<file path="src/design/efs_pkg.sv">
// Shared types, constants and helper functions of the 3x3 edge filter stream block.
// Depends on nothing; efs_win_cell, efs_ctrl and the top level import this package.
`timescale 1ns / 1ps

package efs_pkg;

  // Frame limits that size the line buffer and the position counters.
  localparam int MAX_WIDTH  = 1024;
  localparam int MAX_HEIGHT = 1024;

  // Fixed field widths.
  localparam int PIX_W      = 8;
  localparam int DIM_W      = 11;
  localparam int APB_ADDR_W = 4;
  localparam int APB_DATA_W = 32;

  // Derived widths.
  localparam int COL_W  = $clog2(MAX_WIDTH);
  localparam int WID_W  = COL_W + 1;
  localparam int HGT_W  = $clog2(MAX_HEIGHT) + 1;
  localparam int IROW_W = HGT_W + 1;
  localparam int SUM_W  = PIX_W + 3;
  localparam int LINE_W = 2 * PIX_W;

  // Register indexes on the configuration port.
  localparam logic [1:0] REG_WIDTH  = 2'd0;
  localparam logic [1:0] REG_HEIGHT = 2'd1;
  localparam logic [1:0] REG_MODE   = 2'd2;

  // Filter modes and input opcodes.
  localparam logic MODE_EDGE     = 1'b0;
  localparam logic MODE_BRIGHTEN = 1'b1;
  localparam logic OP_PIXEL      = 1'b0;
  localparam logic OP_FLUSH      = 1'b1;

  typedef logic [PIX_W-1:0] pix_t;

  // One column of the 3x3 window, top row being the oldest line.
  typedef struct packed {
    pix_t top;
    pix_t mid;
    pix_t bot;
  } pix_col_t;

  // Per-item control decided when the item is accepted.
  typedef struct packed {
    logic             upd;       // edge mode: window and line buffer move
    logic             emit;      // the item produces a result
    logic             last;      // the result closes the frame
    logic             col0;      // item sits in column zero
    logic             zero_pix;  // pixel value is replaced by zero
    logic             m_top;
    logic             m_bot;
    logic             m_left;
    logic             m_right;
    logic [COL_W-1:0] addr;      // line buffer column
  } ctl_t;

  // Width as used by the counters: zero reads as one, large values saturate.
  function automatic logic [WID_W-1:0] eff_width(logic [DIM_W-1:0] raw);
    logic [WID_W-1:0] res;
    if (raw == '0) begin
      res = WID_W'(1);
    end else if (int'(raw) > MAX_WIDTH) begin
      res = WID_W'(MAX_WIDTH);
    end else begin
      res = WID_W'(raw);
    end
    return res;
  endfunction

  // Height as used by the counters, with the same clamping.
  function automatic logic [HGT_W-1:0] eff_height(logic [DIM_W-1:0] raw);
    logic [HGT_W-1:0] res;
    if (raw == '0) begin
      res = HGT_W'(1);
    end else if (int'(raw) > MAX_HEIGHT) begin
      res = HGT_W'(MAX_HEIGHT);
    end else begin
      res = HGT_W'(raw);
    end
    return res;
  endfunction

endpackage

</file>
<file path="src/design/efs_win_cell.sv">
// One column cell of the 3x3 window: holds three pixels and hands them on.
// Depends on efs_pkg for the column type.
`timescale 1ns / 1ps

module efs_win_cell import efs_pkg::*; (
  input  logic     clk_i,
  input  logic     rst_ni,
  input  logic     shift_i,
  input  logic     clear_i,
  input  pix_col_t col_i,
  output pix_col_t col_o
);

  pix_col_t col_q;

  // Take the neighbour's column on a shift; a frame end empties the cell.
  always_ff @(posedge clk_i or negedge rst_ni) begin
    if (!rst_ni) begin
      col_q <= '0;
    end else if (clear_i) begin
      col_q <= '0;
    end else if (shift_i) begin
      col_q <= col_i;
    end
  end

  assign col_o = col_q;

endmodule

</file>
<file path="config.mk">
export PLATFORM = sky130hd
export DESIGN_NAME = efs_win_cell
export DESIGN_NICKNAME = d
export VERILOG_FILES = /design/src/design/efs_pkg.sv /design/src/design/efs_win_cell.sv
export SDC_FILE = /design/constraint.sdc
export NUM_CORES = 1
export LEC_CHECK = 0
export ABC_AREA = 1
export ABC_CLOCK_PERIOD_IN_PS = 800
export BUFFER_PORTS_ARGS = -buffer_cell sky130_fd_sc_hd__buf_4
export CAP_MARGIN = 0
export CORE_AREA = 2 2 66 68
export DETAILED_ROUTE_END_ITERATION = 16
export DIE_AREA = 0 0 68 70
export PLACE_DENSITY_LB_ADDON = 0.1
export SETUP_SLACK_MARGIN = 0.5
export SYNTH_ARGS = -nofsm -noshare
export SYNTH_HDL_FRONTEND = slang
export SYNTH_SLANG_ARGS = --single-unit
</file>
<file path="constraint.sdc">
create_clock -name clk_i -period 0.8 [get_ports clk_i]
set_input_delay 0 -clock clk_i [delete_from_list [all_inputs] [get_ports clk_i]]
set_output_delay 0 -clock clk_i [all_outputs]
set_load 0.02 [all_outputs]
</file>
Word level (Yosys, flattened, before mapping). Cells that the tools add are included. W data, S select, Z words.

Register bits after elaboration: 24. Bits of input ports: 28. Output and inout port bits: 24. Word-level logic and storage cells: 6.

Reduce and logical (&&, ||, !) cells: 1. Multiplexer cells: 2.

Operator list (count): $mux W24 (2); $reduce_bool A2 Y1 (1).

Depth between registers and ports, before layout. Gate-level depths: netlist of the first run.

Depth after elaboration: 2. Gate-level depth with buffers: 5.

Least setup slack after synthesis of the first run. No wires, ideal clock.

Path kind: register to register. Start point: register col_o[0] (netlist name). End point: register col_q (netlist bit col_o[0]). Buffers on the path: 0. Stages on the path, launching flop included: 3. Arrival: 0.559 ns. Library setup time: 0.117 ns. Setup slack: 0.124 ns. Clock period less this slack: 0.676 ns. Path through: dfrtp_1 > nand2_1 > nand2_1.

RTL lines: to (signal assigned) (line efs_win_cell.sv:23) `col_q <= col_i;`; to (decl) (line efs_win_cell.sv:14) `pix_col_t col_q;`.

Worst setup path after layout of the first run.
Start point: register col_q (netlist bit col_o[0]). End point: output col_o[0] in the netlist's numbering.

RTL lines: to (decl) (line efs_win_cell.sv:11) `output pix_col_t col_o`.

No word-level cell between the ends.

==> summary.md, run 1 <==
| Metric | Value |
|---|---|
| RR Endpoint | col_o[23]$_DFFE_PN0P_ |
| DRC | 0 |
| Synth cell types | 7 |
| Starting Density | 23.4% |
| Status | finished, violations left |
| Placer congestion estimate | 0.603 |
| Antenna cells | 0 |
| CTS Buf Count | 3 |
| CTS tree | built |
| Final setup viols | 24 |
| Post-Syn Area | 970 sq um |
| Worst hold slack | -381 ps |
| Crit. End Element | output port |
| Initial antenna violation count | 0 |
| Pleak | 0.809 nW |
| Max-slew violations | 0 |
| Syn nets | 133 |
| Clock Sinks | 24 |
| Via count | 875 |
| Fin cells | 207 |
| Critical path arrival | 820 ps |
| Vias in the first global route | 890 |
| Fmax | 1.22 GHz |
| Tcrit/Tclk final | 102% |
| Reg2reg start | col_o[23]$_DFFE_PN0P_ |
| Hold WC Path Type | primary input to asynchronous set/reset pin |
| Synth Warn # | 0 |
| Power Density | 1700 nW/um^2 |
| Buf/Inv on CP | 1 |
| Multi-input logic area | 322 sq um |
| Post-CTS setup buffer count | 0 |
| CTS max path bufs | 2 |
| Worst r2r path cells | 2 |
| Max cap viols | 0 |
| RSZ-0062 raised after global routing | yes |
| Clock latency on the worst-skew pair | 260 ps |
| Vias per cell | 4.23 |
| Critical path's largest stage delay | 430 ps |
| Worst vdd ir | 670 uV |
| Relative slew slack | 73.7% |
| R2r setup slk | 170 ps |
| Crit path required time | 800 ps |
| Register area share after synthesis | 61.9% |
| CP Cell Sequence | buf_6 |
| WL final | 2.46 mm |
| Worst path top cell family by delay | flip-flops |
| #FFs+latches synth | 24 |
| Synthesized area per cell | 9.24 sq um |
| Failing checks | hold timing, setup timing |
| DP HPWL | 1.74 mm |
| Setup CP Type | flip-flop to output port |
| Fill cells | 427 |
| Total track usage | 10.7% |
| Most common cell after layout, fill and taps aside | nand2_1 |
| Most frequent cells in the layout | nand2_1 (44), buf_4 (28), nand3_1 (24), dfrtp_2 (24), buf_6 (24) |
| Port Buffers | 51 |
| Post-Syn Instances | 105 |
| # IOs | 52 |
| Crit-path slowest cell | dfrtp_2 |
| Root Driver | clkbuf_8 |
| Final ANT Viol Nets | 0 |
| Final worst slack | -19.9 ps |
| Area grow syn2layout | 62.6% |
| Max FFs per register | 24 |
| Seq. cell area | 631 sq um |
| Fin. Hold Viols | 48 |
| Die Wd | 68 um |
| Largest net degree at the start of global routing | 25 |
| First-pass GRT wire length | 3.98 mm |
| Worst-margin pin slew | 394 ps |
| Dpl cells | 203 |
| Worst-path clk slew | 90 ps |
| Die area | 4760 sq um |
| Die H | 70 um |
| Tot Pwr | 2.67 mW |
| Crit-path max FO | 2 |
| CP Launch Type | flip-flop |
| Post-layout nets | 184 |
| Detailed Route Iter0 Violations | 27 |
| Final min period | 820 ps |
| Avg WL per Cell | 11.9 um |
| Row Count | 24 |
| 1st-pass router iterations | 4 |
| Total grt overflow | 0 |
| Number of H-tree levels | 1 |
| Core ar. | 4140 sq um |
| Layout cell share with drive strength beyond 1 | 56.1% |
| Final clock skew | 0 ps |
==> worst max-delay path by stage <==
stage	cells past startpoint	slack [ps]	end	startpoint
2_1_floorplan	2	150	col_o[0]$_DFFE_PN0P_	col_o[0]$_DFFE_PN0P_
3_3_place_gp	4	80	col_o[4]$_DFFE_PN0P_	clear_i
3_5_place_dp	4	60	col_o[0]$_DFFE_PN0P_	clear_i
4_1_cts	1	-40	col_o[0]	col_o[0]$_DFFE_PN0P_
5_1_grt	1	-50	col_o[0]	col_o[0]$_DFFE_PN0P_
6_report	1	-20	col_o[0]	col_o[0]$_DFFE_PN0P_
==> layout make-up <==
type	instances	share of cell area, %
sequential	24	40.0
timing repair buffer	53	31.7
multi-input combinational	73	20.4
tap	52	4.13
clock buffer	4	3.49
inverter	1	0.238
==> synthesized netlist by cell type <==
| library cell | n | area, sq um |
|---|---|---|
| nand3_1 | 24 | 120 |
| inv_2 | 1 | 3.75 |
| nand2_1 | 48 | 180 |
| buf_2 | 4 | 20.0 |
| buf_6 | 3 | 33.8 |
| dfrtp_1 | 24 | 601 |
| nor2_4 | 1 | 11.3 |
==> repair_timing <==
item,in CTS,in global routing
gates resized for setup,24,4
setup endpoints to repair,48,48
hold endpoints to repair,48,46
==> logic make-up after synthesis <==
kind of cell / synth area share (%)
flops: 61.9
simple gates: 32.1
buf+inv: 5.93
==> layer usage <==
layer | global-route usage (%) | routed length [um] | vias up
li1 | - | - | 431
met1 | 13.1 | 1050 | 408
met2 | 18.2 | 1200 | 34
met3 | 2.58 | 197 | 2
met4 | 3.33 | 15 | 0
met5 | 0 | 0 | -
==> per-stage QoR <==
step	hold WS (ps)	utilization [%]	setup TNS [ps]	instance area, sq um	setup WS [ps]
global placement	-74.7	34.3	0	1420	79.1
global route	-358	38.0	-916	1580	-50.8
finish	-381	38.0	-227	1580	-19.9
floorplan	-296	-	0	1000	152
detailed placement	-76.5	34.3	0	1420	58.5
CTS	-371	37.8	-521	1570	-35.7
==> where the power goes <==
group          internal, mW  switching (mW)  leakage [nW]
logic                 0.259           0.250         0.496
clock network         0.439           0.384        0.0288
registers              1.29          0.0504         0.284
total                  1.99           0.684         0.809
No activity file was read; power rests on OpenSTA's default activity.
==> run 2, diff against run 1 <==
--- a/config.mk
+++ b/config.mk
@@ -6,13 +6,13 @@
 export NUM_CORES = 1
 export LEC_CHECK = 0
 export ABC_AREA = 1
-export ABC_CLOCK_PERIOD_IN_PS = 800
 export BUFFER_PORTS_ARGS = -buffer_cell sky130_fd_sc_hd__buf_4
 export CAP_MARGIN = 0
-export CORE_AREA = 2 2 66 68
+export CORE_AREA = 2 2 51 53
 export DETAILED_ROUTE_END_ITERATION = 16
-export DIE_AREA = 0 0 68 70
+export DIE_AREA = 0 0 53 55
 export PLACE_DENSITY_LB_ADDON = 0.1
+export RECOVER_POWER = 100
 export SETUP_SLACK_MARGIN = 0.5
 export SYNTH_ARGS = -nofsm -noshare
 export SYNTH_HDL_FRONTEND = slang
==> run 2 against run 1 <==
  * The run still ends with hold timing, setup timing left
  * Sequential share of layout area grew 1.2 points
  * Non-clock buffer count grew 2
  * Critical path depth is the same
  * First-iteration DRC count shrank 63%
  * Via count grew 0.57%
  * Worst setup slack lost 56 ps
  * Maximum frequency shrank 6.4%
  * Count of clock-buffer cells in the layout shrank 1
  * Clock skew is the same
  * Largest cell class unchanged
==> summary.md, run 2 (synthesis gave the netlist of run 1 again) <==
| Metric | Value |
|---|---|
| Most common cell after layout, fill and taps aside | nand2_1 (unchanged) |
| Routing usage on met2 | 30.6% (was 18.2%) |
| CP Cell Sequence | buf_6 (unchanged) |
| Max FFs per register | 24 (unchanged) |
| Relative slew slack | 61.5% (was 73.7%) |
| Avg WL per Cell | 12.0 um (was 11.9 um) |
| Area grow syn2layout | 57.9% (was 62.6%) |
| Die Wd | 53 um (was 68 um) |
| Vias per cell | 4.73 (was 4.23) |
| Max cap viols | 0 (unchanged) |
| Die H | 55 um (was 70 um) |
| RSZ-0062 raised after global routing | yes (unchanged) |
| # IOs | 52 (unchanged) |
| Root Driver | clkbuf_4 (was clkbuf_8) |
| Worst-path clk slew | 120 ps (was 90 ps) |
| Most frequent cells in the layout | nand2_1 (46), buf_4 (27), buf_6 (26) (was nand2_1 (44), buf_4 (28), nand3_1 (24), dfrtp_2 (24), buf_6 (24)) |
| Power Density | 1540 nW/um^2 (was 1700 nW/um^2) |
| Met3 Resource Use GR | 2.96% (was 2.58%) |
| Fin. Hold Viols | 48 (unchanged) |
| Worst path top cell family by delay | flip-flops (unchanged) |
| Fmax | 1.14 GHz (was 1.22 GHz) |
| Worst vdd ir | 1170 uV (was 670 uV) |
| Tcrit/Tclk final | 110% (was 102%) |
| Number of H-tree levels | 1 (unchanged) |
| Dpl cells | 181 (was 203) |
| Worst-margin pin slew | 577 ps (was 394 ps) |
| Tot Pwr | 2.36 mW (was 2.67 mW) |
| Sw Ratio | 26.6% (was 25.6%) |
| First-pass GRT wire length | 3.52 mm (was 3.98 mm) |
| Failing checks | hold timing, setup timing (unchanged) |
| Crit path required time | 800 ps (about the same) |
| Fin cells | 186 (was 207) |
| Share of power burned in combinational logic | 21.7% (was 19.0%) |
| Vias in the first global route | 852 (was 890) |
| Crit. End Element | output port (unchanged) |
| Final ANT Viol Nets | 0 (unchanged) |
| Final min period | 876 ps (was 820 ps) |
| Critical path's largest stage delay | 440 ps (was 430 ps) |
| Max-slew violations | 0 (unchanged) |
| Largest net degree at the start of global routing | 25 (unchanged) |
| Setup CP Type | flip-flop to output port (unchanged) |
| CTS Buf Count | 3 (unchanged) |
| Die area | 2920 sq um (was 4760 sq um) |
| Worst hold slack | -331 ps (was -381 ps) |
| DRC | 0 (unchanged) |
| Buf/Inv on CP | 1 (unchanged) |
| Core ar. | 2360 sq um (was 4140 sq um) |
| Post-layout nets | 186 (was 184) |
| Via count | 880 (was 875) |
| Setup TNS Final | -1540 ps (was -227 ps) |
| DP Area | 1390 sq um (was 1420 sq um) |
| Global routing's busiest layer | met2 (unchanged) |
| Total track usage | 16.9% (was 10.7%) |
| Crit-path slowest cell | dfrtp_2 (unchanged) |
| Port Buffers | 51 (unchanged) |
| Initial antenna violation count | 0 (unchanged) |
| Pleak | 0.804 nW (was 0.809 nW) |
| Row Count | 18 (was 24) |
| Crit-path max FO | 2 (unchanged) |
| 1st-pass router iterations | 4 (unchanged) |
| Clock Sinks | 24 (unchanged) |
| Sequential power share | 56.7% (was 50.2%) |
| Status | finished, violations left (unchanged) |
| Post-route cell area | 1530 sq um (was 1580 sq um) |
| Final Util | 64.8% (was 38.0%) |
| Switch Pwr | 630 uW (was 684 uW) |
| Antenna cells | 0 (unchanged) |
| Starting Density | 41.0% (was 23.4%) |
| Fill cells | 232 (was 427) |
| Met1 Use GR | 19.7% (was 13.1%) |
| WL final | 2.22 mm (was 2.46 mm) |
| Clk pwr share | 21.6% (was 30.8%) |
| CP Launch Type | flip-flop (unchanged) |
| Total grt overflow | 0 (unchanged) |
| Int Power | 1.73 mW (was 1.99 mW) |
| Final setup viols | 25 (was 24) |
| Final worst slack | -76.2 ps (was -19.9 ps) |
| Final clock skew | 0 ps (unchanged) |
| CTS max path bufs | 2 (unchanged) |
| DP HPWL | 1.55 mm (was 1.74 mm) |
| Critical path arrival | 880 ps (was 820 ps) |
| Detailed Route Iter0 Violations | 10 (was 27) |
| Dpl ws | 87.1 ps (was 58.5 ps) |
| Layout cell share with drive strength beyond 1 | 55.1% (was 56.1%) |
| Hold WC Path Type | primary input to asynchronous set/reset pin (unchanged) |
| Placer congestion estimate | 0.633 (was 0.603) |
| CTS tree | built (unchanged) |
| Clock latency on the worst-skew pair | 300 ps (was 260 ps) |
run 2: changes by cell type in the layout (fill, tap and decap cells not counted), sizes merged:
cell  change
buf       +1
run 2: timing repair:
| item | 4_1_cts | 5_1_grt |
|---|---|---|
| setup endpoints to repair | 48 | 48 |
| hold endpoints to repair | 48 | 48 |
| buffers inserted | 1 | 1 |
| gates resized for setup | 26 | 6 |
run 2: final cells by class:
type                       count  area (sq um)  share of cell area, %
inverter                       1          3.75                  0.245
tap                           30          37.5                   2.45
sequential                    24           631                   41.2
multi-input combinational     73           317                   20.7
clock buffer                   3          22.5                   1.47
timing repair buffer          55           520                   34.0
run 2: routing by layer:
metal	vias up	wire length (um)
li1	436	-
met1	415	892
met2	27	1170
met3	2	140
met4	0	15
met5	-	0
run 2: power groups by stage:
stage	logic [mW]	clock network [mW]	registers, mW
floorplan	0.124	0	1.44
detailed placement	0.466	0	1.35
finish	0.513	0.510	1.34
global route	0.560	0.568	1.35
global placement	0.461	0	1.35
CTS	0.516	0.532	1.34
run 2: worst paths after layout:
| path | endpoint | depth (start not counted) | slack (ps) | startpoint |
|---|---|---|---|---|
| max | col_o[0] | 1 | -80 | col_o[0]$_DFFE_PN0P_ |
| max in group asynchronous | col_o[4]$_DFFE_PN0P_ | 1 | 720 | rst_ni |
| min reg2reg | col_o[13]$_DFFE_PN0P_ | 2 | 500 | col_o[13]$_DFFE_PN0P_ |
| max reg2reg | col_o[8]$_DFFE_PN0P_ | 4 | -30 | col_o[8]$_DFFE_PN0P_ |
| min | col_o[19]$_DFFE_PN0P_ | 1 | -330 | rst_ni |
| min in group clk_i | col_o[0]$_DFFE_PN0P_ | 3 | -80 | col_i[0] |
==> run 3, diff against run 2 <==
--- a/config.mk
+++ b/config.mk
@@ -6,11 +6,11 @@
 export NUM_CORES = 1
 export LEC_CHECK = 0
 export ABC_AREA = 1
-export BUFFER_PORTS_ARGS = -buffer_cell sky130_fd_sc_hd__buf_4
 export CAP_MARGIN = 0
-export CORE_AREA = 2 2 51 53
+export CORE_AREA = 2 2 48 50
 export DETAILED_ROUTE_END_ITERATION = 16
-export DIE_AREA = 0 0 53 55
+export DIE_AREA = 0 0 50 52
+export DONT_BUFFER_PORTS = 1
 export PLACE_DENSITY_LB_ADDON = 0.1
 export RECOVER_POWER = 100
 export SETUP_SLACK_MARGIN = 0.5
==> run 3 against run 2 <==
  * The run still ends with hold timing, setup timing left
  * Combinational power down 29%
  * Worst setup slack better by 4.7 ps
  * Worst hold slack worse by 300 ps
  * Clock power up 20%
  * Sequential share of layout area up 6.2 points
  * Register-to-register slack about the same
  * Final cell count down 16%
  * Critical path depth unchanged
  * Global-route usage up 0.67 points
  * Final area down 13%
  * Flip-flop and latch count unchanged
  * First-iteration DRC count down 50%
  * Critical endpoint is now col_o[2]
  * Largest power group unchanged
==> summary.md, run 3 (synthesis gave the netlist of run 1 again) <==
| Metric | Value |
|---|---|
| Status | finished, violations left (unchanged) |
| Failing checks | hold timing, setup timing (unchanged) |
| Die area | 2600 sq um (was 2920 sq um) |
| Max FFs per register | 24 (unchanged) |
| Die H | 52 um (was 55 um) |
| Most frequent cells in the layout | nand2_1 (46), buf_6 (25), nand3_1 (24), dfrtp_2 (24), clkbuf_4 (3) (was nand2_1 (46), buf_4 (27), buf_6 (26)) |
| Final ANT Viol Nets | 0 (unchanged) |
| Antenna cells | 0 (unchanged) |
| Final clock skew | 0 ps (unchanged) |
| DRC | 0 (unchanged) |
| Worst vdd ir | 1320 uV (was 1170 uV) |
| CTS max path bufs | 2 (unchanged) |
| Critical path depth | 1 (unchanged) |
| Worst-margin pin slew | 390 ps (was 577 ps) |
| Row Count | 17 (was 18) |
| Pleak | 0.677 nW (was 0.804 nW) |
| Seq. cell area | 631 sq um (unchanged) |
| Crit-path slowest cell | dfrtp_2 (unchanged) |
| Most common cell after layout, fill and taps aside | nand2_1 (unchanged) |
| Critical path arrival | 870 ps (was 880 ps) |
| Buf/Inv on CP | 1 (unchanged) |
| 1st-pass router iterations | 4 (unchanged) |
| Crit-path max FO | 2 (unchanged) |
| Max-slew violations | 0 (unchanged) |
| CP Launch Type | flip-flop (unchanged) |
| Crit path required time | 800 ps (about the same) |
| First-pass GRT wire length | 3.39 mm (was 3.52 mm) |
| Final setup viols | 25 (unchanged) |
| Largest net degree at the start of global routing | 26 (was 25) |
| CP Cell Sequence | buf_6 (unchanged) |
| Multi-input logic area | 317 sq um (unchanged) |
| Tcrit/Tclk final | 109% (was 110%) |
| Detailed Route Iter0 Violations | 5 (was 10) |
| Final worst slack | -71.4 ps (was -76.2 ps) |
| Post-layout nets | 158 (was 186) |
| Relative slew slack | 74.0% (was 61.5%) |
| Clock Sinks | 24 (unchanged) |
| Final min period | 871 ps (was 876 ps) |
| Area grow syn2layout | 37.3% (was 57.9%) |
| Root Driver | clkbuf_4 (unchanged) |
| Avg WL per Cell | 12.9 um (was 12.0 um) |
| Power Density | 1740 nW/um^2 (was 1540 nW/um^2) |
| Critical path's largest stage delay | 430 ps (was 440 ps) |
| WL final | 2.03 mm (was 2.22 mm) |
| Dpl cells | 151 (was 181) |
| Worst hold slack | -634 ps (was -331 ps) |
| Worst-path clk slew | 130 ps (was 120 ps) |
| Max cap viols | 0 (unchanged) |
| Crit. End Element | output port (unchanged) |
| Via count | 773 (was 880) |
| CTS Buf Count | 3 (unchanged) |
| DP HPWL | 1.38 mm (was 1.55 mm) |
| # IOs | 52 (unchanged) |
| Vias in the first global route | 759 (was 852) |
| Worst r2r path cells | 4 (unchanged) |
| Tot Pwr | 2.32 mW (was 2.36 mW) |
| Total track usage | 17.6% (was 16.9%) |
| Port Buffers | 0 (was 51) |
| RSZ-0062 raised after global routing | yes (unchanged) |
| Core ar. | 2110 sq um (was 2360 sq um) |
| Fin cells | 157 (was 186) |
| Final Util | 63.2% (was 64.8%) |
| Total grt overflow | 0 (unchanged) |
| Clock latency on the worst-skew pair | 300 ps (about the same) |
| Fmax | 1.15 GHz (was 1.14 GHz) |
| CTS tree | built (unchanged) |
| Worst path top cell family by delay | flip-flops (unchanged) |
| Fin. Hold Viols | 48 (unchanged) |
| Layout cell share with drive strength beyond 1 | 45.7% (was 55.1%) |
| Vias per cell | 4.92 (was 4.73) |
| Setup CP Type | flip-flop to output port (unchanged) |
| Die Wd | 50 um (was 53 um) |
| Fill cells | 181 (was 232) |
| Initial antenna violation count | 0 (unchanged) |
| Starting Density | 46.0% (was 41.0%) |
| Placer congestion estimate | 0.566 (was 0.633) |
| Number of H-tree levels | 1 (unchanged) |
| Hold WC Path Type | primary input to asynchronous set/reset pin (unchanged) |
==> run 3: final cells by class <==
cell class	instances	area share, %
timing repair buffer	27	23.2
sequential	24	47.4
tap	28	2.63
clock buffer	4	2.73
multi-input combinational	73	23.8
inverter	1	0.282
==> run 3: worst paths after layout <==
path | from | to | slack (ps)
max | col_o[2]$_DFFE_PN0P_ | col_o[2] | -70
min | rst_ni | col_o[3]$_DFFE_PN0P_ | -630
max reg2reg | col_o[23]$_DFFE_PN0P_ | col_o[23]$_DFFE_PN0P_ | -40
min reg2reg | col_o[7]$_DFFE_PN0P_ | col_o[7]$_DFFE_PN0P_ | 500
max in group asynchronous | rst_ni | col_o[10]$_DFFE_PN0P_ | 1350
min in group clk_i | col_i[12] | col_o[12]$_DFFE_PN0P_ | -180
==> run 3: power by group <==
group          internal [mW]  switching (mW)  total [mW]
sequential              1.29          0.0474        1.34
combinational          0.182           0.184       0.366
clock                  0.278           0.333       0.610
==> run 3: what timing repair did <==
item,CTS,global route
setup endpoints to repair,48,48
endpoints found under the hold margin,48,48
gates resized for setup,24,6
setup buffers,1,1
==> run 3: per-stage QoR <==
step	setup TNS (ps)	cell area [sq um]	worst slack, ps
CTS	-1820	1320	-86.2
floorplan	0	1000	152
global placement	0	1180	211
global route	-2490	1330	-111
detailed placement	0	1180	169
finish	-1490	1330	-71.4
==> run 3: layer usage <==
metal / vias to the layer above / track usage, % / part of all wire (%)
met5: - / 0 / 0
met4: 0 / 6.94 / 0.49
met3: 2 / 4.60 / 7.3
met2: 28 / 31.6 / 52
met1: 361 / 19.8 / 40
li1: 382 / - / -
