<file path="src/design/efs_pkg.sv">
// Shared types, constants and helper functions of the 3x3 edge filter stream block.
// Depends on nothing; efs_win_cell, efs_ctrl and the top level import this package.
`timescale 1ns / 1ps

package efs_pkg;

  // Frame limits that size the line buffer and the position counters.
  localparam int MAX_WIDTH  = 1024;
  localparam int MAX_HEIGHT = 1024;

  // Fixed field widths.
  localparam int PIX_W      = 8;
  localparam int DIM_W      = 11;
  localparam int APB_ADDR_W = 4;
  localparam int APB_DATA_W = 32;

  // Derived widths.
  localparam int COL_W  = $clog2(MAX_WIDTH);
  localparam int WID_W  = COL_W + 1;
  localparam int HGT_W  = $clog2(MAX_HEIGHT) + 1;
  localparam int IROW_W = HGT_W + 1;
  localparam int SUM_W  = PIX_W + 3;
  localparam int LINE_W = 2 * PIX_W;

  // Register indexes on the configuration port.
  localparam logic [1:0] REG_WIDTH  = 2'd0;
  localparam logic [1:0] REG_HEIGHT = 2'd1;
  localparam logic [1:0] REG_MODE   = 2'd2;

  // Filter modes and input opcodes.
  localparam logic MODE_EDGE     = 1'b0;
  localparam logic MODE_BRIGHTEN = 1'b1;
  localparam logic OP_PIXEL      = 1'b0;
  localparam logic OP_FLUSH      = 1'b1;

  typedef logic [PIX_W-1:0] pix_t;

  // One column of the 3x3 window, top row being the oldest line.
  typedef struct packed {
    pix_t top;
    pix_t mid;
    pix_t bot;
  } pix_col_t;

  // Per-item control decided when the item is accepted.
  typedef struct packed {
    logic             upd;       // edge mode: window and line buffer move
    logic             emit;      // the item produces a result
    logic             last;      // the result closes the frame
    logic             col0;      // item sits in column zero
    logic             zero_pix;  // pixel value is replaced by zero
    logic             m_top;
    logic             m_bot;
    logic             m_left;
    logic             m_right;
    logic [COL_W-1:0] addr;      // line buffer column
  } ctl_t;

  // Width as used by the counters: zero reads as one, large values saturate.
  function automatic logic [WID_W-1:0] eff_width(logic [DIM_W-1:0] raw);
    logic [WID_W-1:0] res;
    if (raw == '0) begin
      res = WID_W'(1);
    end else if (int'(raw) > MAX_WIDTH) begin
      res = WID_W'(MAX_WIDTH);
    end else begin
      res = WID_W'(raw);
    end
    return res;
  endfunction

  // Height as used by the counters, with the same clamping.
  function automatic logic [HGT_W-1:0] eff_height(logic [DIM_W-1:0] raw);
    logic [HGT_W-1:0] res;
    if (raw == '0) begin
      res = HGT_W'(1);
    end else if (int'(raw) > MAX_HEIGHT) begin
      res = HGT_W'(MAX_HEIGHT);
    end else begin
      res = HGT_W'(raw);
    end
    return res;
  endfunction

endpackage

</file>
<file path="src/design/efs_ctrl.sv">
// Position counters of the edge filter: input and result positions in the frame.
// Depends on efs_pkg; decides per accepted item its control word.
`timescale 1ns / 1ps

module efs_ctrl import efs_pkg::*; (
  input  logic             clk_i,
  input  logic             rst_ni,
  input  logic             accept_i,
  input  logic             opcode_i,
  input  logic             mode_i,
  input  logic [WID_W-1:0] width_i,
  input  logic [HGT_W-1:0] height_i,
  output ctl_t             ctl_o
);

  logic [COL_W-1:0]  in_col_q, in_col_d;
  logic [IROW_W-1:0] in_row_q, in_row_d;
  logic [COL_W-1:0]  out_col_q, out_col_d;
  logic [HGT_W-1:0]  out_row_q, out_row_d;

  logic [WID_W-1:0]  in_col_inc;
  logic [WID_W-1:0]  out_col_inc;
  logic [HGT_W:0]    out_row_inc;
  logic              at_right;
  logic              at_bottom;
  logic              adv_last;
  logic [COL_W-1:0]  adv_col;
  logic [HGT_W-1:0]  adv_row;
  ctl_t              ctl;

  // Next result position, as if a result were produced now.
  always_comb begin
    out_col_inc = {1'b0, out_col_q} + WID_W'(1);
    out_row_inc = {1'b0, out_row_q} + (HGT_W + 1)'(1);
    at_right    = out_col_inc >= width_i;
    at_bottom   = out_row_inc >= {1'b0, height_i};
    adv_last    = at_right && at_bottom;
    if (adv_last) begin
      adv_col = '0;
      adv_row = '0;
    end else if (at_right) begin
      adv_col = '0;
      adv_row = out_row_inc[HGT_W-1:0];
    end else begin
      adv_col = out_col_inc[COL_W-1:0];
      adv_row = out_row_q;
    end
  end

  // Control word and counter updates for the item on offer.
  always_comb begin
    ctl        = '0;
    in_col_d   = in_col_q;
    in_row_d   = in_row_q;
    out_col_d  = out_col_q;
    out_row_d  = out_row_q;
    in_col_inc = {1'b0, in_col_q} + WID_W'(1);
    if (mode_i == MODE_EDGE) begin
      ctl.upd      = 1'b1;
      ctl.addr     = in_col_q;
      ctl.col0     = in_col_q == '0;
      ctl.zero_pix = (opcode_i == OP_FLUSH) || (in_row_q >= IROW_W'(height_i));
      ctl.emit     = (in_row_q > IROW_W'(1)) ||
                     ((in_row_q == IROW_W'(1)) && (in_col_q != '0));
      ctl.m_top    = out_row_q == '0;
      ctl.m_bot    = at_bottom;
      ctl.m_left   = out_col_q == '0;
      ctl.m_right  = at_right;
      if (in_col_inc >= width_i) begin
        in_col_d = '0;
        if (in_row_q != '1) begin
          in_row_d = in_row_q + IROW_W'(1);
        end
      end else begin
        in_col_d = in_col_inc[COL_W-1:0];
      end
      if (ctl.emit) begin
        ctl.last  = adv_last;
        out_col_d = adv_col;
        out_row_d = adv_row;
        if (adv_last) begin
          in_col_d = '0;
          in_row_d = '0;
        end
      end
    end else if (opcode_i == OP_PIXEL) begin
      // Brighten mode only counts results to place the frame end.
      ctl.emit  = 1'b1;
      ctl.last  = adv_last;
      out_col_d = adv_col;
      out_row_d = adv_row;
    end
  end

  // Counters take their next values on every accepted transfer.
  always_ff @(posedge clk_i or negedge rst_ni) begin
    if (!rst_ni) begin
      in_col_q  <= '0;
      in_row_q  <= '0;
      out_col_q <= '0;
      out_row_q <= '0;
    end else if (accept_i) begin
      in_col_q  <= in_col_d;
      in_row_q  <= in_row_d;
      out_col_q <= out_col_d;
      out_row_q <= out_row_d;
    end
  end

  assign ctl_o = ctl;

  // The frame end in edge mode returns the input position to the origin.
  assert property (@(posedge clk_i) disable iff (!rst_ni)
    (accept_i && ctl.upd && ctl.last) |=> (in_col_q == '0 && in_row_q == '0))
    else $error("input position not cleared after the frame end");

  // No edge result is due while the first row is still arriving.
  assert property (@(posedge clk_i) disable iff (!rst_ni)
    (ctl.upd && in_row_q == '0) |-> !ctl.emit)
    else $error("edge result scheduled during the first row");

  // A flush in brighten mode never produces a result.
  assert property (@(posedge clk_i) disable iff (!rst_ni)
    (mode_i == MODE_BRIGHTEN && opcode_i == OP_FLUSH) |-> !ctl.emit)
    else $error("brighten flush scheduled a result");

endmodule

</file>
<file path="config.mk">
export PLATFORM = sky130hd
export DESIGN_NAME = efs_ctrl
export DESIGN_NICKNAME = d
export VERILOG_FILES = /design/src/design/efs_pkg.sv /design/src/design/efs_ctrl.sv
export SDC_FILE = /design/constraint.sdc
export NUM_CORES = 1
export LEC_CHECK = 0
export BUFFER_PORTS_ARGS = -buffer_cell sky130_fd_sc_hd__buf_2
export CAP_MARGIN = 10
export CORE_MARGIN = 4
export CORE_UTILIZATION = 40
export DETAILED_ROUTE_END_ITERATION = 7
export GPL_TIMING_DRIVEN = 0
export PLACE_DENSITY = 0.7
export SYNTH_ARGS = -nofsm -noshare
export SYNTH_HDL_FRONTEND = slang
export SYNTH_SLANG_ARGS = --single-unit
</file>
<file path="constraint.sdc">
create_clock -name clk_i -period 3.4 [get_ports clk_i]
set_clock_uncertainty 0.2 [all_clocks]
set_input_delay 0.17 -clock clk_i [delete_from_list [all_inputs] [get_ports clk_i]]
set_output_delay 0.17 -clock clk_i [all_outputs]
set_load 0.02 [all_outputs]
</file>
# Word level (Yosys, flattened, before mapping)
# Index checks and enable logic that the tools add are counted.
[op_classes]
n_addsub = 4
order_cmp = 5
eq_ne = 3
muxes = 22
bitwise_logic = 1
n_reduce_logical = 11
[op_table]
columns = ["cell", "n"]
rows = [
  ["$mux W10", 8],
  ["$mux W11", 5],
  ["$mux W12", 4],
  ["$ge A12 B11 Y1", 2],
  ["$add A10 B1 Y11 const B", 2],
  ["$ge A11 B11 Y1", 2],
  ["$logic_not A10 Y1", 2],
  ["$mux W16", 1],
  ["$add A11 B1 Y12 const B", 1],
  ["$add A12 B1 Y12 const B", 1],
  ["$eq A12 B1 Y1 const B", 1],
  ["$gt A12 B1 Y1 const B", 1],
  ["$ne A12 B12 Y1 const B", 1],
  ["$logic_not A11 Y1", 1],
  ["$reduce_bool A10 Y1", 1],
  ["$mux W2", 2],
  ["$reduce_and A3 Y1", 1],
  ["$logic_and A1 B1 Y1", 2],
  ["$logic_or A1 B1 Y1", 2],
  ["$mux W1", 2],
  ["$ne A2 B2 Y1 const B", 1],
  ["$reduce_and A2 Y1", 1],
  ["$reduce_bool A2 Y1", 1],
  ["$not A1 Y1", 1],
]
[word_totals]
register_bits = 43
inputBits = 27
wordCells = 50

# Depth between registers and ports, before layout
# Gate-level depths: netlist of run 1.
[logic_depth]
word_depth = 6
ltp_mapped = 15

# Worst setup path after synthesis of run 1
# Ideal clock, no wire load.
[synth_timing]
path_kind = "register -> register"
startpoint = "register out_row_q[3]"
endpoint = "register out_row_q[8]"
setup_time_ps = 121
t_arrival_ps = 2926
required_ps = 3079
setup_slack_ps = 153
stages_incl_launch_ff = 13
path_buffers = 1
cell_sequence = "dfrtp_1 and3_1 and3_1 clkbuf_1 nand3_1 xnor2_1 ha_1 nand3_1 or3_1 o311ai_2 nor2_2 a211o_1 a22o_1"
[synth_via]
elab_chain_cells = 6
[synth_rtl]
columns = ["item", "line", "text"]
rows = [
  ["start: declaration", "efs_ctrl.sv:19", "logic [HGT_W-1:0] out_row_q, out_row_d;"],
  ["start signal: assignment", "efs_ctrl.sv:106", "out_row_q <= out_row_d;"],
  ["$add A11 B1 Y12 *", "efs_ctrl.sv:34", "out_row_inc = {1'b0, out_row_q} + (HGT_W + 1)'(1);"],
  ["$ge A12 B11 Y1", "efs_ctrl.sv:36", "at_bottom = out_row_inc >= {1'b0, height_i};"],
  ["$logic_and A1 B1 Y1", "efs_ctrl.sv:37", "adv_last = at_right && at_bottom;"],
  ["$mux W11 *", "efs_ctrl.sv:38", "if (adv_last) begin"],
  ["$mux W11 (on tied branches)", "efs_ctrl.sv:77, efs_ctrl.sv:86", ""],
  ["$mux W11 *", "efs_ctrl.sv:58", "if (mode_i == MODE_EDGE) begin"],
]
# Every way passes the cells marked *; elsewhere a longest branch is shown, timed or not. The select of a mux whose other input is x is not followed.
# A chain may end at the register's enable or synchronous reset.

==> results of run 1 <==
-- cells by family after synthesis --
family	synth area share, %
adders and majority gates	16.7
buffers and inverters	6.22
and+or+nand+nor	26.1
xor gates and xnor gates	5.50
AOI/OAI and AO/OA	18.5
DFF	27.0
-- cells in the final DEF (no fill, tap or decap), drive strengths merged, types with 13 or more instances in the layout --
| cell type | instances |
|---|---|
| a21oi | 15 |
| and3 | 17 |
| buf | 97 |
| dfrtp | 43 |
| ha | 53 |
| inv | 32 |
| nand2 | 37 |
| nand3 | 40 |
| nor2 | 28 |
| nor2b | 15 |
| o21ai | 30 |
| xnor2 | 13 |
-- layer usage --
| metal | global-route usage [%] | up-vias | share of wire (%) |
|---|---|---|---|
| met5 | 0 | - | 0 |
| met4 | 5.68 | 0 | 2.3 |
| met3 | 3.06 | 27 | 6.0 |
| met2 | 34.0 | 180 | 48 |
| met1 | 27.1 | 1884 | 44 |
| li1 | - | 1874 | - |
-- worst max-delay path, cell delays in order, from the launching register on --
cell and delay (ns):
dfrtp_1 0.43, ha_4 0.18, and3_4 0.24, nand3_4 0.09, xnor2_2 0.19, ha_1 0.34
nand3_2 0.09, or3_4 0.35, o311ai_4 0.24, or2_1 0.17, buf_6 0.12, and3_4 0.17
buf_6 0.11
-- power groups by stage --
stage          clock [mW]  sequential [mW]  combinational (mW)
2_1_floorplan           0            0.633               0.428
3_3_place_gp            0            0.652               0.546
3_5_place_dp            0            0.655               0.576
4_1_cts             0.351            0.653               0.651
5_1_grt             0.367            0.663               0.841
6_report            0.349            0.655               0.761
-- flip-flops by register name, summed over array words and instances (netlist names) --
signal and flops:
in_row_q 12, in_col_q 10, out_row_q 11, out_col_q 10
-- cell usage after synthesis, types with 2 or more instances --
| library cell | number | area [um2] |
|---|---|---|
| and3_1 | 17 | 106 |
| o21a_1 | 3 | 22.5 |
| and4_1 | 4 | 35.0 |
| nor4_1 | 9 | 56.3 |
| a211oi_1 | 3 | 22.5 |
| nor3_1 | 6 | 30.0 |
| buf_6 | 4 | 45.0 |
| o211ai_1 | 4 | 30.0 |
| nand4_1 | 10 | 62.6 |
| a21oi_1 | 15 | 75.1 |
| xnor2_1 | 13 | 114 |
| dfrtp_1 | 43 | 1080 |
| nand2b_1 | 6 | 37.5 |
| a31oi_1 | 6 | 37.5 |
| ha_1 | 53 | 663 |
| clkbuf_1 | 11 | 41.3 |
| or3_1 | 4 | 25.0 |
| nor3_4 | 2 | 32.5 |
| o21ai_1 | 4 | 20.0 |
| nor2b_1 | 15 | 93.8 |
| o2bb2ai_1 | 3 | 26.3 |
| nor2_1 | 27 | 101 |
| a21o_1 | 11 | 82.6 |
| buf_2 | 6 | 30.0 |
| a311oi_1 | 2 | 17.5 |
| xor2_1 | 12 | 105 |
| o22ai_1 | 2 | 12.5 |
| o21ai_0 | 26 | 130 |
| or4_1 | 2 | 15.0 |
| o211a_1 | 3 | 30.0 |
| a211o_1 | 2 | 17.5 |
| nand3_1 | 40 | 200 |
| a22o_1 | 5 | 43.8 |
| inv_1 | 32 | 120 |
| nand2_1 | 37 | 139 |
-- worst max-delay path by stage --
stage,from,endpoint,slack [ns],depth (start not counted)
after floorplan,out_row_q[3],out_row_q[8],0.15,12
after global placement,out_row_q[3],in_row_q[0],-0.23,13
after detailed placement,out_col_q[0],ctl_o[16],-0.31,12
after CTS,out_col_q[1],ctl_o[16],-0.07,12
after global routing,out_row_q[0],ctl_o[16],-0.08,12
final,out_row_q[0],ctl_o[16],0.009,12
-- repair_timing --
action | 4_1_cts | 5_1_grt
endpoints found under the setup margin | 45 | 30
hold buffers | 1 | 0
buffers inserted | 15 | 25
hold endpoints to repair | 43 | 0
pin swaps | 6 | 29
gates resized for setup | 38 | 43
-- layout make-up --
class | count | area (um2)
inverter | 32 | 120
sequential | 43 | 1080
fill | 905 | 4620
clock buffer | 6 | 82.6
timing repair buffer | 86 | 548
tap | 133 | 166
multi-input combinational | 368 | 2960
clock inverter | 1 | 5.00
buffer | 18 | 144
-- per-stage QoR --
stage	cells	hold WS [ns]	setup WS [ns]	instance area, um2	utilization (%)
2_1_floorplan	466	-0.326	0.153	3980	-
3_3_place_gp	644	0.200	-0.234	4370	45.0
3_5_place_dp	644	0.221	-0.309	4370	45.0
4_1_cts	664	0.212	-0.0714	4720	48.5
5_1_grt	687	0.242	-0.0814	5110	52.5
6_report	687	0.214	0.00860	5110	52.5
==> metrics.md, run 1 <==
| Metric | Value |
|---|---|
| Post-layout minimum cycle time | 3.39 ns |
| Fin crit share | 99.7% |
| Mapped cell area | 3980 um2 |
| Initial antenna violation count | 0 |
| Area grow syn2layout | 28.3% |
| Reg2reg setup slack | 0.10 ns |
| Fmax | 0.295 GHz |
| Vias in the first global route | 3,819 |
| Overflow after GRT | 0 |
| DP HPWL | 8500 um |
| Tot Pwr | 1.76 mW |
| Share of layout cells above drive strength 1 | 29.4% |
| Clock transition at the registers of the reported paths | 0.09 ns |
| Die Width | 108 um |
| Antenna viol nets, final | 0 |
| CTS Root Cell | clkbuf_8 |
| Maximum clock path buffer count | 2 |
| DRC errors left | 0 |
| Routed wire length | 12,200 um |
| Reg2Reg Depth | 13 |
| Req. time, crit path | 3.03 ns |
| Post-synthesis async set-or-reset flop share | 100% |
| Status | completed |
| First-pass GRT wire length | 18,900 um |
| Synth Net Count | 546 |
| Net switching power | 0.673 mW |
| CTS H-tree depth | 2 |
| Post-synth top flop | dfrtp_1 |
| DR iter-0 viols | 280 |
| Post-synth EDFFs | 0 |
| # IOs | 46 |
| #FFs+latches synth | 43 |
| Rows | 36 |
| Clock Power Share | 19.8% |
| Internal power | 1.09 mW |
| Final hold violations | 0 |
| Hold wc startpoint | accept_i |
| N_diodes | 0 |
| Unrepaired setup endpoints after global routing | true |
| Crit path max fanout | 5 |
| Register area share after synthesis | 27.0% |
| Worst min-delay path endpoint | out_row_q[2] |
| Max-slew headroom | 30.7% |
| Placer Congestion | 0.857 |
| Pwr Density | 345 nW/um2 |
| TritonCTS Buffers | 5 |
| Leakage power | 2.52 nW |
| Synth unique cells | 59 |
| Tot GR Track Use | 20.3% |
| Seq pwr share | 37.1% |
| Setup violators final | 0 |
| VDD IR-drop max | 0.242 mV |
| IO buf count | 45 |
| Syn Inst Count | 466 |
| Yosys warnings | 0 |
| Worst-skew pair later-pin latency | 0.30 ns |
| FF-to-FF End | in_col_q[3] |
| Via-to-Cell Ratio | 5.77 |
| Die height | 108 um |
| Vias | 3,965 |
| Crit Path Category | reg -> out |
| Least-Margin Pin Slew | 1.04 ns |
| Pin count of the biggest net entering global routing | 44 |
| Setup TNS | 0 ns |
| Startpoint Class | flip-flop |
| Starting density of the core | 40.9% |
| CTS Sinks | 43 |
| Syn Area/Cell | 8.55 um2 |
| Critical path capture point type | output port |
| Final Max Slew Viols | 0 |
| Hold Path Class | in -> reg |
| Die area | 11,600 um2 |
| Final #Nets | 634 |
| DR pass1 iterations | 5 |
| Reg2Reg Launch Point | out_row_q[0] |
| Logic pwr share | 43.1% |
| Sw frac | 38.1% |
| Max Cap Violations | 0 |
| Worst EP arrival | 3.02 ns |
| CTS tree | yes |
| WL/cell | 17.7 um |
| Worst hold stages | 4 |
| Core ar. | 9730 um2 |
Power figures use the tool's default switching activity.
==> run 2, diff against run 1 <==
--- a/config.mk
+++ b/config.mk
@@ -11,7 +11,7 @@
 export CORE_UTILIZATION = 40
 export DETAILED_ROUTE_END_ITERATION = 7
 export GPL_TIMING_DRIVEN = 0
-export PLACE_DENSITY = 0.7
+export PLACE_DENSITY = 0.65
 export SYNTH_ARGS = -nofsm -noshare
 export SYNTH_HDL_FRONTEND = slang
 export SYNTH_SLANG_ARGS = --single-unit
==> constraint.sdc (replaced) <==
create_clock -name clk_i -period 3.5 [get_ports clk_i]
set_clock_uncertainty 0.2 [all_clocks]
set_input_delay 0.175 -clock clk_i [delete_from_list [all_inputs] [get_ports clk_i]]
set_output_delay 0.175 -clock clk_i [all_outputs]
set_load 0.02 [all_outputs]
==> run 2 against run 1 <==
Cell count decreased by 2.0%. Clock-buffer cell count stayed put. Largest power group unchanged. Flip-flop and latch count unchanged. First-iteration DRC count down 21%. Via count shrank 6.1%. Sequential share of layout area increased by 1.2 points. Cell area fell by 5.1%. Hold slack worse by 0.019 ns. Critical path depth did not move. Core utilization fell by 2.7 points. Clock power rose by 19%.
==> metrics.md, run 2 (synthesized netlist as in run 1, its figures left out) <==
| Metric | Value |
|---|---|
| Status | completed (unchanged) |
| Clock transition at the registers of the reported paths | 0.08 ns (was 0.09 ns) |
| Crit path max fanout | 10 (was 5) |
| Initial antenna violation count | 0 (unchanged) |
| Placer Congestion | 0.909 (was 0.857) |
| Setup violators final | 0 (unchanged) |
| Met2 wire length | 5250 um (was 5800 um) |
| Share of layout cells above drive strength 1 | 25.4% (was 29.4%) |
| Clock Power Share | 24.2% (was 19.8%) |
| Worst hold stages | 4 (unchanged) |
| N_diodes | 0 (unchanged) |
| Critical path capture point type | output port (unchanged) |
| FF-to-FF End | in_row_q[5] (was in_col_q[3]) |
| Reg2Reg Launch Point | in_col_q[2] (was out_row_q[0]) |
| DP HPWL | 8070 um (was 8500 um) |
| Final Cell Area | 4850 um2 (was 5110 um2) |
| Tot Pwr | 1.72 mW (was 1.76 mW) |
| # IOs | 46 (unchanged) |
| Vias in the first global route | 3,601 (was 3,819) |
| Hold Path Class | in -> reg (unchanged) |
| Worst setup margin | 0.135 ns (was 0.00860 ns) |
| DR WL met3 | 535 um (was 727 um) |
| Top Layer Used | met4 (unchanged) |
| Via-to-Cell Ratio | 5.53 (was 5.77) |
| Commonest non-fill, non-tap cell in the layout | ha_1 (unchanged) |
| TritonCTS Buffers | 5 (unchanged) |
| Maximum clock path buffer count | 2 (unchanged) |
| WL/cell | 16.4 um (was 17.7 um) |
| Worst EP arrival | 2.99 ns (was 3.02 ns) |
| Internal power | 1.11 mW (was 1.09 mW) |
| CTS H-tree depth | 2 (unchanged) |
| Max Cap Violations | 0 (unchanged) |
| Fin crit share | 96.2% |
| Rows | 36 (unchanged) |
| Worst min-delay path endpoint | out_row_q[7] (was out_row_q[2]) |
| Max FFs per register | 12 (unchanged) |
| Seq pwr share | 36.7% (was 37.1%) |
| Tot GR Track Use | 19.2% (was 20.3%) |
| Die area | 11,600 um2 (unchanged) |
| Max-slew headroom | 30.8% (was 30.7%) |
| Vias | 3,725 (was 3,965) |
| Post-place setup slack | -0.182 ns (was -0.309 ns) |
| Crit Path Category | reg -> out (unchanged) |
| Final hold violations | 0 (unchanged) |
| Startpoint Class | flip-flop (unchanged) |
| Final Max Slew Viols | 0 (unchanged) |
| Fmax | 0.297 GHz |
| Area grow syn2layout | 21.8% (was 28.3%) |
| Seq. cell area | 1090 um2 (was 1080 um2) |
| WL met1 | 5180 um (was 5360 um) |
| CTS Root Cell | clkbuf_8 (unchanged) |
| IO buf count | 45 (unchanged) |
| DRC errors left | 0 (unchanged) |
| Logic pwr share | 39.1% (was 43.1%) |
| Reg with most FFs | in_row_q (unchanged) |
| Final core occ | 49.8% (was 52.5%) |
| Hold wc startpoint | accept_i (unchanged) |
| Routed wire length | 11,100 um (was 12,200 um) |
| CTS Sinks | 43 (unchanged) |
| Overflow after GRT | 0 (unchanged) |
| Reg2reg setup slack | 0.19 ns (was 0.10 ns) |
| First-pass GRT wire length | 18,000 um (was 18,900 um) |
| Leakage power | 2.43 nW (was 2.52 nW) |
| Reg2Reg Depth | 12 (was 13) |
| Final #Nets | 619 (was 634) |
| Core ar. | 9730 um2 (unchanged) |
| CTS tree | yes (unchanged) |
| Pin count of the biggest net entering global routing | 44 (unchanged) |
| Starting density of the core | 40.9% (unchanged) |
| Most frequent cells in the layout | ha_1 (49), buf_2 (46), nand3_1 (37), nand2_1 (37), dfrtp_1 (35) (was ha_1 (48), buf_2 (44), buf_4 (41), nand2_1 (37), dfrtp_1 (36)) |
| Net switching power | 0.617 mW (was 0.673 mW) |
| Post-layout minimum cycle time | 3.37 ns |
| Die Width | 108 um (unchanged) |
| Die height | 108 um (unchanged) |
| Layout fillers | 932 (was 905) |
| Pwr Density | 355 nW/um2 (was 345 nW/um2) |
| Antenna viol nets, final | 0 (unchanged) |
| Least-Margin Pin Slew | 1.04 ns (about the same) |
| Top Registers | in_row_q (12), out_row_q (11) (unchanged) |
| Req. time, crit path | 3.12 ns (was 3.03 ns) |
| Worst-skew pair later-pin latency | 0.30 ns (about the same) |
| Cell Area, Placed | 4370 um2 (unchanged) |
| DR iter-0 viols | 222 (was 280) |
| Area of the multi-input gates | 2800 um2 (was 2960 um2) |
| VDD IR-drop max | 0.182 mV (was 0.242 mV) |
| DR pass1 iterations | 4 (was 5) |
| Sw frac | 35.8% (was 38.1%) |
==> run 2: changes by cell type in the layout (fill, tap and decap cells not counted), moves of 3 or more <==
cell / change
and3_4: -4
buf_6: -4
nand3_4: -3
nand3_1: +4
buf_4: -13
==> run 2: metrics by stage <==
stage          TNS (ns)  cells  hold WS, ns
6_report              0    673        0.195
5_1_grt        -0.00238    673        0.212
4_1_cts               0    662        0.184
3_5_place_dp      -2.76    644        0.225
3_3_place_gp      -1.37    644        0.211
2_1_floorplan         0    466       -0.321
==> run 2: worst max-delay path by stage <==
stage	start	to	slack (ns)	depth (start not counted)
after global placement	out_row_q[0]	in_row_q[0]	-0.11	13
after global routing	out_row_q[2]	ctl_o[16]	-0.002	12
final	out_col_q[0]	ctl_o[16]	0.13	12
after CTS	out_col_q[1]	ctl_o[16]	0.001	12
after floorplan	out_row_q[3]	out_row_q[8]	0.25	12
after detailed placement	out_row_q[0]	in_row_q[0]	-0.18	13
==> run 2: per-layer routing <==
metal / vias up / track usage (%)
li1: 1841 / -
met1: 1772 / 26.4
met2: 104 / 32.3
met3: 8 / 2.40
met4: 0 / 4.24
met5: - / 0
==> run 2: critical path, stage by stage, from the launching register on <==
cell      delay, ns
dfrtp_2        0.42
nand3_1        0.13
nor2_4         0.14
and3_4         0.22
nand3_1        0.12
xnor2_2        0.24
ha_4           0.25
a21o_1         0.18
a21o_1         0.21
a41o_2         0.27
clkbuf_4       0.19
and3_1         0.17
buf_4          0.15
==> run 2: layout make-up <==
cell class / instances / share of cell area [%]
plain buffers: 18 / 2.76
repair buffers: 71 / 8.77
clock buffers: 6 / 1.70
multi-input cells: 368 / 57.7
inverters: 32 / 2.48
flip-flops and latches: 43 / 22.4
well taps: 133 / 3.43
clock inverters: 2 / 0.722
==> run 2: repair_timing <==
item / CTS / global route
buffers inserted: 11 / 14
hold endpoints to repair: 43 / 0
pin swaps: 4 / 11
gates resized for setup: 24 / 27
setup endpoints to repair: 32 / 26
hold buffers: 1 / 0
==> run 2: power groups by stage <==
| stage | logic (mW) | clock network (mW) | registers [mW] |
|---|---|---|---|
| after floorplan | 0.416 | 0 | 0.615 |
| after global placement | 0.540 | 0 | 0.634 |
| after detailed placement | 0.556 | 0 | 0.636 |
| after CTS | 0.606 | 0.433 | 0.626 |
| after global routing | 0.754 | 0.443 | 0.643 |
| final | 0.674 | 0.417 | 0.632 |
